File: config.mk
export PLATFORM = sky130hd
export DESIGN_NAME = pgh_div
export DESIGN_NICKNAME = d
export VERILOG_FILES = /design/src/rtl/core/pgh_pkg.sv /design/src/rtl/core/pgh_div.sv
export SDC_FILE = /design/constraint.sdc
export NUM_CORES = 1
export LEC_CHECK = 0
export ABC_AREA = 1
export BUFFER_PORTS_ARGS = -buffer_cell sky130_fd_sc_hd__buf_2
export CORE_AREA = 3 3 98 100
export CTS_CLUSTER_SIZE = 16
export DETAILED_ROUTE_END_ITERATION = 12
export DIE_AREA = 0 0 101 103
export SLEW_MARGIN = 15
export SYNTH_ARGS = -nofsm -noshare
export SYNTH_HDL_FRONTEND = slang
export SYNTH_SLANG_ARGS = --single-unit
File: constraint.sdc
create_clock -name i_clk -period 3.25 [get_ports i_clk]
set_input_delay 0.1625 -clock i_clk [delete_from_list [all_inputs] [get_ports i_clk]]
set_output_delay 0.1625 -clock i_clk [all_outputs]
set_load 0.05 [all_outputs]
File: src/rtl/core/pgh_pkg.sv
package pgh_pkg;

    // Grid size defaults
    localparam int GRID_ROWS_DEF = 512;
    localparam int GRID_COLS_DEF = 512;

    // Field widths
    localparam int COORD_W    = 16;
    localparam int CELL_W     = 14;
    localparam int IDX_IN_W   = 9;
    localparam int COUNT_W    = 8;
    localparam int SPAN_W     = 18;
    localparam int CFG_IDX_W  = 3;
    localparam int CFG_DATA_W = 16;
    localparam int S_TDATA_W  = 56;
    localparam int M_TDATA_W  = 16;

    // Margin added to the x span before it is divided into columns
    localparam logic signed [SPAN_W-1:0] SPAN_MARGIN = 18'sd1000;

    // Command codes
    localparam logic CMD_ADD  = 1'b0;
    localparam logic CMD_READ = 1'b1;

    // Register indexes
    localparam logic [CFG_IDX_W-1:0] CFG_CELL_SIZE = 3'd0;
    localparam logic [CFG_IDX_W-1:0] CFG_MIN_X     = 3'd1;
    localparam logic [CFG_IDX_W-1:0] CFG_MAX_X     = 3'd2;
    localparam logic [CFG_IDX_W-1:0] CFG_MIN_Y     = 3'd3;
    localparam logic [CFG_IDX_W-1:0] CFG_MAX_Y     = 3'd4;

    // Register reset values
    localparam logic [CELL_W-1:0]         CELL_SIZE_RST = 14'd50;
    localparam logic signed [COORD_W-1:0] MIN_X_RST     = -16'sd10000;
    localparam logic signed [COORD_W-1:0] MAX_X_RST     = 16'sd10000;
    localparam logic signed [COORD_W-1:0] MIN_Y_RST     = -16'sd10000;
    localparam logic signed [COORD_W-1:0] MAX_Y_RST     = 16'sd10000;

    typedef enum logic [2:0] {
        ST_CLEAR,
        ST_IDLE,
        ST_DIV,
        ST_MUL,
        ST_ADDR,
        ST_READ,
        ST_WRITE
    } t_state;

endpackage

File: src/rtl/core/pgh_div.sv
module pgh_div #(
    parameter int NUM_W = 16,
    parameter int DEN_W = pgh_pkg::CELL_W
) (
    input  logic             i_clk,
    input  logic             i_rst_n,
    input  logic             i_start,
    input  logic [NUM_W-1:0] i_num,
    input  logic [DEN_W-1:0] i_den,
    output logic             o_busy,
    output logic [NUM_W-1:0] o_quo
);

    localparam int CNT_W = $clog2(NUM_W + 1);

    logic [NUM_W-1:0] r_num;
    logic [DEN_W-1:0] r_den;
    logic [DEN_W:0]   r_rem;
    logic [CNT_W-1:0] r_cnt;
    logic             r_busy;

    logic [DEN_W:0]   rem_sh;
    logic [DEN_W+1:0] diff;

    // Shift one dividend bit into the remainder and try the subtraction
    assign rem_sh = {r_rem[DEN_W-1:0], r_num[NUM_W-1]};
    assign diff   = {1'b0, rem_sh} - {2'b00, r_den};

    always_ff @(posedge i_clk) begin
        if (!i_rst_n) begin
            r_busy <= 1'b0;
            r_cnt  <= '0;
        end else if (i_start) begin
            r_busy <= 1'b1;
            r_cnt  <= CNT_W'(NUM_W);
        end else if (r_busy) begin
            r_cnt <= r_cnt - 1'b1;
            if (r_cnt == CNT_W'(1)) begin
                r_busy <= 1'b0;
            end
        end
    end

    always_ff @(posedge i_clk) begin
        if (i_start) begin
            r_num <= i_num;
            r_den <= i_den;
            r_rem <= '0;
        end else if (r_busy) begin
            if (!diff[DEN_W+1]) begin
                r_rem <= diff[DEN_W:0];
                r_num <= {r_num[NUM_W-2:0], 1'b1};
            end else begin
                r_rem <= rem_sh;
                r_num <= {r_num[NUM_W-2:0], 1'b0};
            end
        end
    end

    assign o_busy = r_busy;
    assign o_quo  = r_num;

endmodule

== After elaboration in Yosys (flattened, before gate mapping) ==
Cells that the tools add are included.

* Register bits after elaboration: 50
* Bits in latches: 0
* Memory bits (writable): 0
* Bits in read-only memories: 0
* Bits of input ports: 33
* Logic and storage cells: 21
* Memories: 0

* $add $sub $neg: 2
* Multipliers: 0
* Divide/modulo/power cells: 0
* $lt $le $gt $ge: 0
* Eq/ne operators: 1
* Shift-type cells: 0
* Muxes and demuxes: 9
* Bitwise gates (word level): 1
* Reductions and logical operators: 2

{| class="wikitable"
|+ Operators with widths
! kind !! number
|-
| $mux 16 || 2
|-
| $sub 15x14->16 || 1
|-
| $mux 14 || 1
|-
| $mux 5 || 2
|-
| $eq 5x1->1 const B || 1
|-
| $sub 5x1->5 const B || 1
|-
| $mux 1 || 4
|-
| $reduce_bool 2->1 || 1
|-
| $reduce_or 2->1 || 1
|-
| $not 1->1 || 1
|}

== Logic depth before layout (Yosys ltp) ==
* Depth in word-level cells: 4
* Gate-level depth with buffers: 13
* Gate-level depth less buffers: 13

== Worst setup path before layout ==
OpenSTA, ideal clock, no wires.

* Path type: reg-to-reg
* From: register r_num[15] (netlist: o_quo[15])
* To: register r_rem[12]
* Arrival time: 1.967 ns
* Data required time: 3.138 ns
* Path slack: 1.171 ns
* Cell stages (with the launch flop): 12
* Buffers on the path: 0
* Period minus slack after synthesis: 2.079 ns
* Cells stage by stage: edfxtp_1 > inv_1 > ha_1 > fa_1 > inv_1 > nand3_1 > nand3_1 > nand3_1 > nand4_1 > nand3_2 > nand2_1 > nand2_1

* Cells in the longest elaborated chain, start to end: 2

{| class="wikitable"
|+ RTL lines
! item !! line !! text
|-
| start: declaration || pgh_div.sv:16 || <nowiki>logic [NUM_W-1:0] r_num;</nowiki>
|-
| start signal: assignment || pgh_div.sv:46 || <nowiki>r_num <= i_num;</nowiki>
|-
| start signal: assignment || pgh_div.sv:52 || <nowiki>r_num <= {r_num[NUM_W-2:0], 1'b1};</nowiki>
|-
| start signal: assignment || pgh_div.sv:55 || <nowiki>r_num <= {r_num[NUM_W-2:0], 1'b0};</nowiki>
|-
| $sub 15x14->16 || pgh_div.sv:27 || <nowiki>assign diff = {1'b0, rem_sh} - {2'b00, r_den};</nowiki>
|-
| $mux 14 || pgh_div.sv:50 || <nowiki>if (!diff[DEN_W+1]) begin</nowiki>
|-
| end signal: assignment || pgh_div.sv:51 || <nowiki>r_rem <= diff[DEN_W:0];</nowiki>
|-
| end signal: assignment || pgh_div.sv:54 || <nowiki>r_rem <= rem_sh;</nowiki>
|-
| end: declaration || pgh_div.sv:18 || <nowiki>logic [DEN_W:0] r_rem;</nowiki>
|}

No other way between the ends.
A chain may end at the register's enable or synchronous reset.

== Worst setup path after layout ==
* From: register r_den[9]
* To: register r_rem[7]

* Cells in the longest elaborated chain, start to end: 2

{| class="wikitable"
|+ RTL lines
! item !! line !! text
|-
| start: declaration || pgh_div.sv:17 || <nowiki>logic [DEN_W-1:0] r_den;</nowiki>
|-
| start signal: assignment || pgh_div.sv:47 || <nowiki>r_den <= i_den;</nowiki>
|-
| $sub 15x14->16 || pgh_div.sv:27 ||
|-
| $mux 14 || pgh_div.sv:50 ||
|}

No other way between the ends.

==> impl_metrics.toml <==
[global_routing]
overflow = 0
grt_pass1_vias = 2501
grt_max_degree = 34
antenna_found_initial = 0
track_usage = 0.1392
grt_pass1_wl_um = 11640

[placed_design]
place_inst = 545
numPortBuffers = 49
dp_hpwl_um = 4991
globalplace.congestion = 0.8666

[yosys]
synth_top_family_by_area = "simple AND/OR/NAND/NOR gates"
syn-num-nets = 447
ys_ff_latch = 50
synth-xor-area-share = 0.01440
synth_cells = 397
synth_flop_cell = "edfxtp_1"
ys_types = 36
async_reset_ff_frac = 0
yosysSeqAreaShare = 0.4278
synth_compound_area_frac = 0.03497
postSynthAreaPerCell_um2 = 7.662
synth.area.mux_share = 0
yosys.area_share.adder = 0.07240
synth-edff-count = 30
synth_area_leaders = "edfxtp_1 (30%), nand2_1 (18%), dfxtp_1 (13%), inv_1 (8.8%), ha_1 (6.6%)"
syn-cell-area_um2 = 3042
synth_largest_area_cell = "edfxtp_1"
yosys_warnings = 0
synth_simple_gate_area_frac = 0.3414
yosysTopAreaCellShare = 0.2962

[timing]
maxSlewHeadroom = 0.2986
drv_slew = 0
clock-skew-final_ps = 8.503
fmax_mhz = 451.3
setup_viol = 0
hold_violations = 0
worst_slew_pin_slew_ps = 1048
rsz0062_at_grt = "no"
fin_crit_sh = 0.6818
finalCriticalPeriod_ps = 2216
fin_setup_tns_ps = 0

[cells_and_area]
fin_nets = 494
layout-drive-gt1-share = 0.1685
area_growth_pct = 14.03
final_util = 0.3958
num_antenna_cells = 0
stdcell_count = 553

[clock_network]
root_buffer = "clkbuf_8"
cts.sinks = 50
cts-hold-fix-buffers = 0
cts_max_path_buffers = 2
cts-buffers-inserted = 5
cts_tree = "yes"
clk_latency_ps = 300
post_cts_buffers = 0
cts.reportedPaths.clkPinSlew_ps = 100
cts_htree_levels = 2
ctsResizeCount = 0

[status]
outcome = "finished, final reports clean"

[hold_path]
hp-class = "input pin to register"

[route]
vias_per_cell = 4.611
vias = 2550
dr.first_iter.drc_count = 120
wl_um = 6692
route.detailed.drc = 0
ant_nets = 0
routedWlPerCell_um = 12.10
dr.pass1.iters = 4

[pwr]
leakage_nw = 1.834
ir_drop_mv = 0.2268
cellPowerDensity_nw_per_um2 = 420.1

[die]
core_area_um2 = 8763
rows = 34
die-area_um2 = 10400
initial_utilization = 0.3471
die_h_um = 103
die_w_um = 101
io_pins = 50

[setup_path]
arrival_ps = 2430
worstSetupStartpointType = "register"
cp_max_fo = 16
worstSetupEndpointType = "register"
crit_required_ps = 3470
crit_type = "register to register"

[job]
cap_violations = 0
==> placed cells by master, fill, tap and decap left out, types with 2 or more instances in the layout <==
| cell | netlist | final |
|---|---|---|
| nand2_1 | 147 | 147 |
| inv_1 | 71 | 71 |
| buf_2 | 3 | 49 |
| nand3_1 | 31 | 31 |
| edfxtp_1 | 30 | 30 |
| dfxtp_1 | 20 | 20 |
| nor2_1 | 19 | 19 |
| ha_1 | 16 | 16 |
| nand3_2 | 8 | 8 |
| nand3b_1 | 7 | 7 |
| nand4_1 | 5 | 5 |
| clkbuf_8 | 0 | 5 |
| a21oi_1 | 4 | 4 |
| o21ai_0 | 4 | 4 |
| xor2_1 | 3 | 3 |
| nor2_2 | 2 | 2 |
| nand2_2 | 2 | 2 |
| nand2_4 | 2 | 2 |
| a31oi_1 | 2 | 2 |
| xnor2_1 | 2 | 2 |
==> final timing paths <==
kind,from,end,slack [ps],depth (start not counted)
max,r_den[9],r_rem[7],1030,11
min,i_den[8],r_den[8],30,1
max reg2reg,r_den[9],r_rem[7],1030,11
min reg2reg,r_rem[8],r_rem[8],480,2
==> layer usage <==
metal  part of all wire  global-route usage  up-vias
met4             0.0085             0.04703        0
met1               0.47              0.1787     1155
met2               0.47              0.2344       58
met3              0.053             0.02842        4
met5                  0                   0        -
li1                   -                   -     1333
==> report_power, final <==
group	switching (mW)	internal (mW)
Sequential	0.0208	0.720
Clock	0.214	0.230
Combinational	0.195	0.0774
==> logic make-up (layout without fill, tap and decap cells) <==
family / count (synthesis) / after routing
simple gates: 229 / 229
xor+xnor: 5 / 5
fa+ha+maj: 17 / 17
flops: 50 / 50
compound gates: 16 / 16
buf+inv: 80 / 128
==> layout make-up <==
cell class,count,area (um^2)
Clock buffer,5,68.82
Clock inverter,3,42.54
Fill cell,949,5295
Inverter,71,266.5
Multi-Input combinational cell,267,1409
Sequential cell,50,1301
Tap cell,108,135.1
Timing Repair Buffer,49,245.2
==> stage by stage <==
stage | area [um^2] | total power, mW | hold WS [ps] | setup slack, ps
after global placement | 3357 | 1.028 | 340.8 | 1124
final | 3468 | 1.457 | 29.85 | 1034
after floorplan | 3042 | 0.9526 | 261.4 | 1171
after global routing | 3468 | 1.530 | 12.22 | 774.6
after detailed placement | 3357 | 1.030 | 340.7 | 1059
after CTS | 3468 | 1.476 | 17.91 | 1034
==> Yosys cell counts (2+ instances only) <==
cell type	count
buf_2	3
dfxtp_1	20
xor2_1	3
nor2_2	2
nand3_2	8
nand3b_1	7
nand2_1	147
edfxtp_1	30
nor2_1	19
a21oi_1	4
a31oi_1	2
nand3_1	31
nand2_4	2
clkbuf_1	3
ha_1	16
o21ai_0	4
xnor2_1	2
inv_1	71
nand2_2	2
nand4_1	5
==> flip-flops by register name, summed over array words and instances (netlist names) <==
| name | cells |
|---|---|
| r_rem | 14 |
| o_quo | 16 |
| r_cnt | 5 |
| o_busy | 1 |
| r_den | 14 |
==> worst max-delay path, cell delays in order, from the launching register on <==
cell and delay [ps]:
edfxtp_1 340, inv_1 50, ha_1 350, nand2_1 140, inv_1 60, nand2_1 70, nand2_1 90, a21oi_4 480
nand2_4 250, nand2_1 130, nand3_1 70, o21ai_0 110
Power figures use the tool's default switching activity.
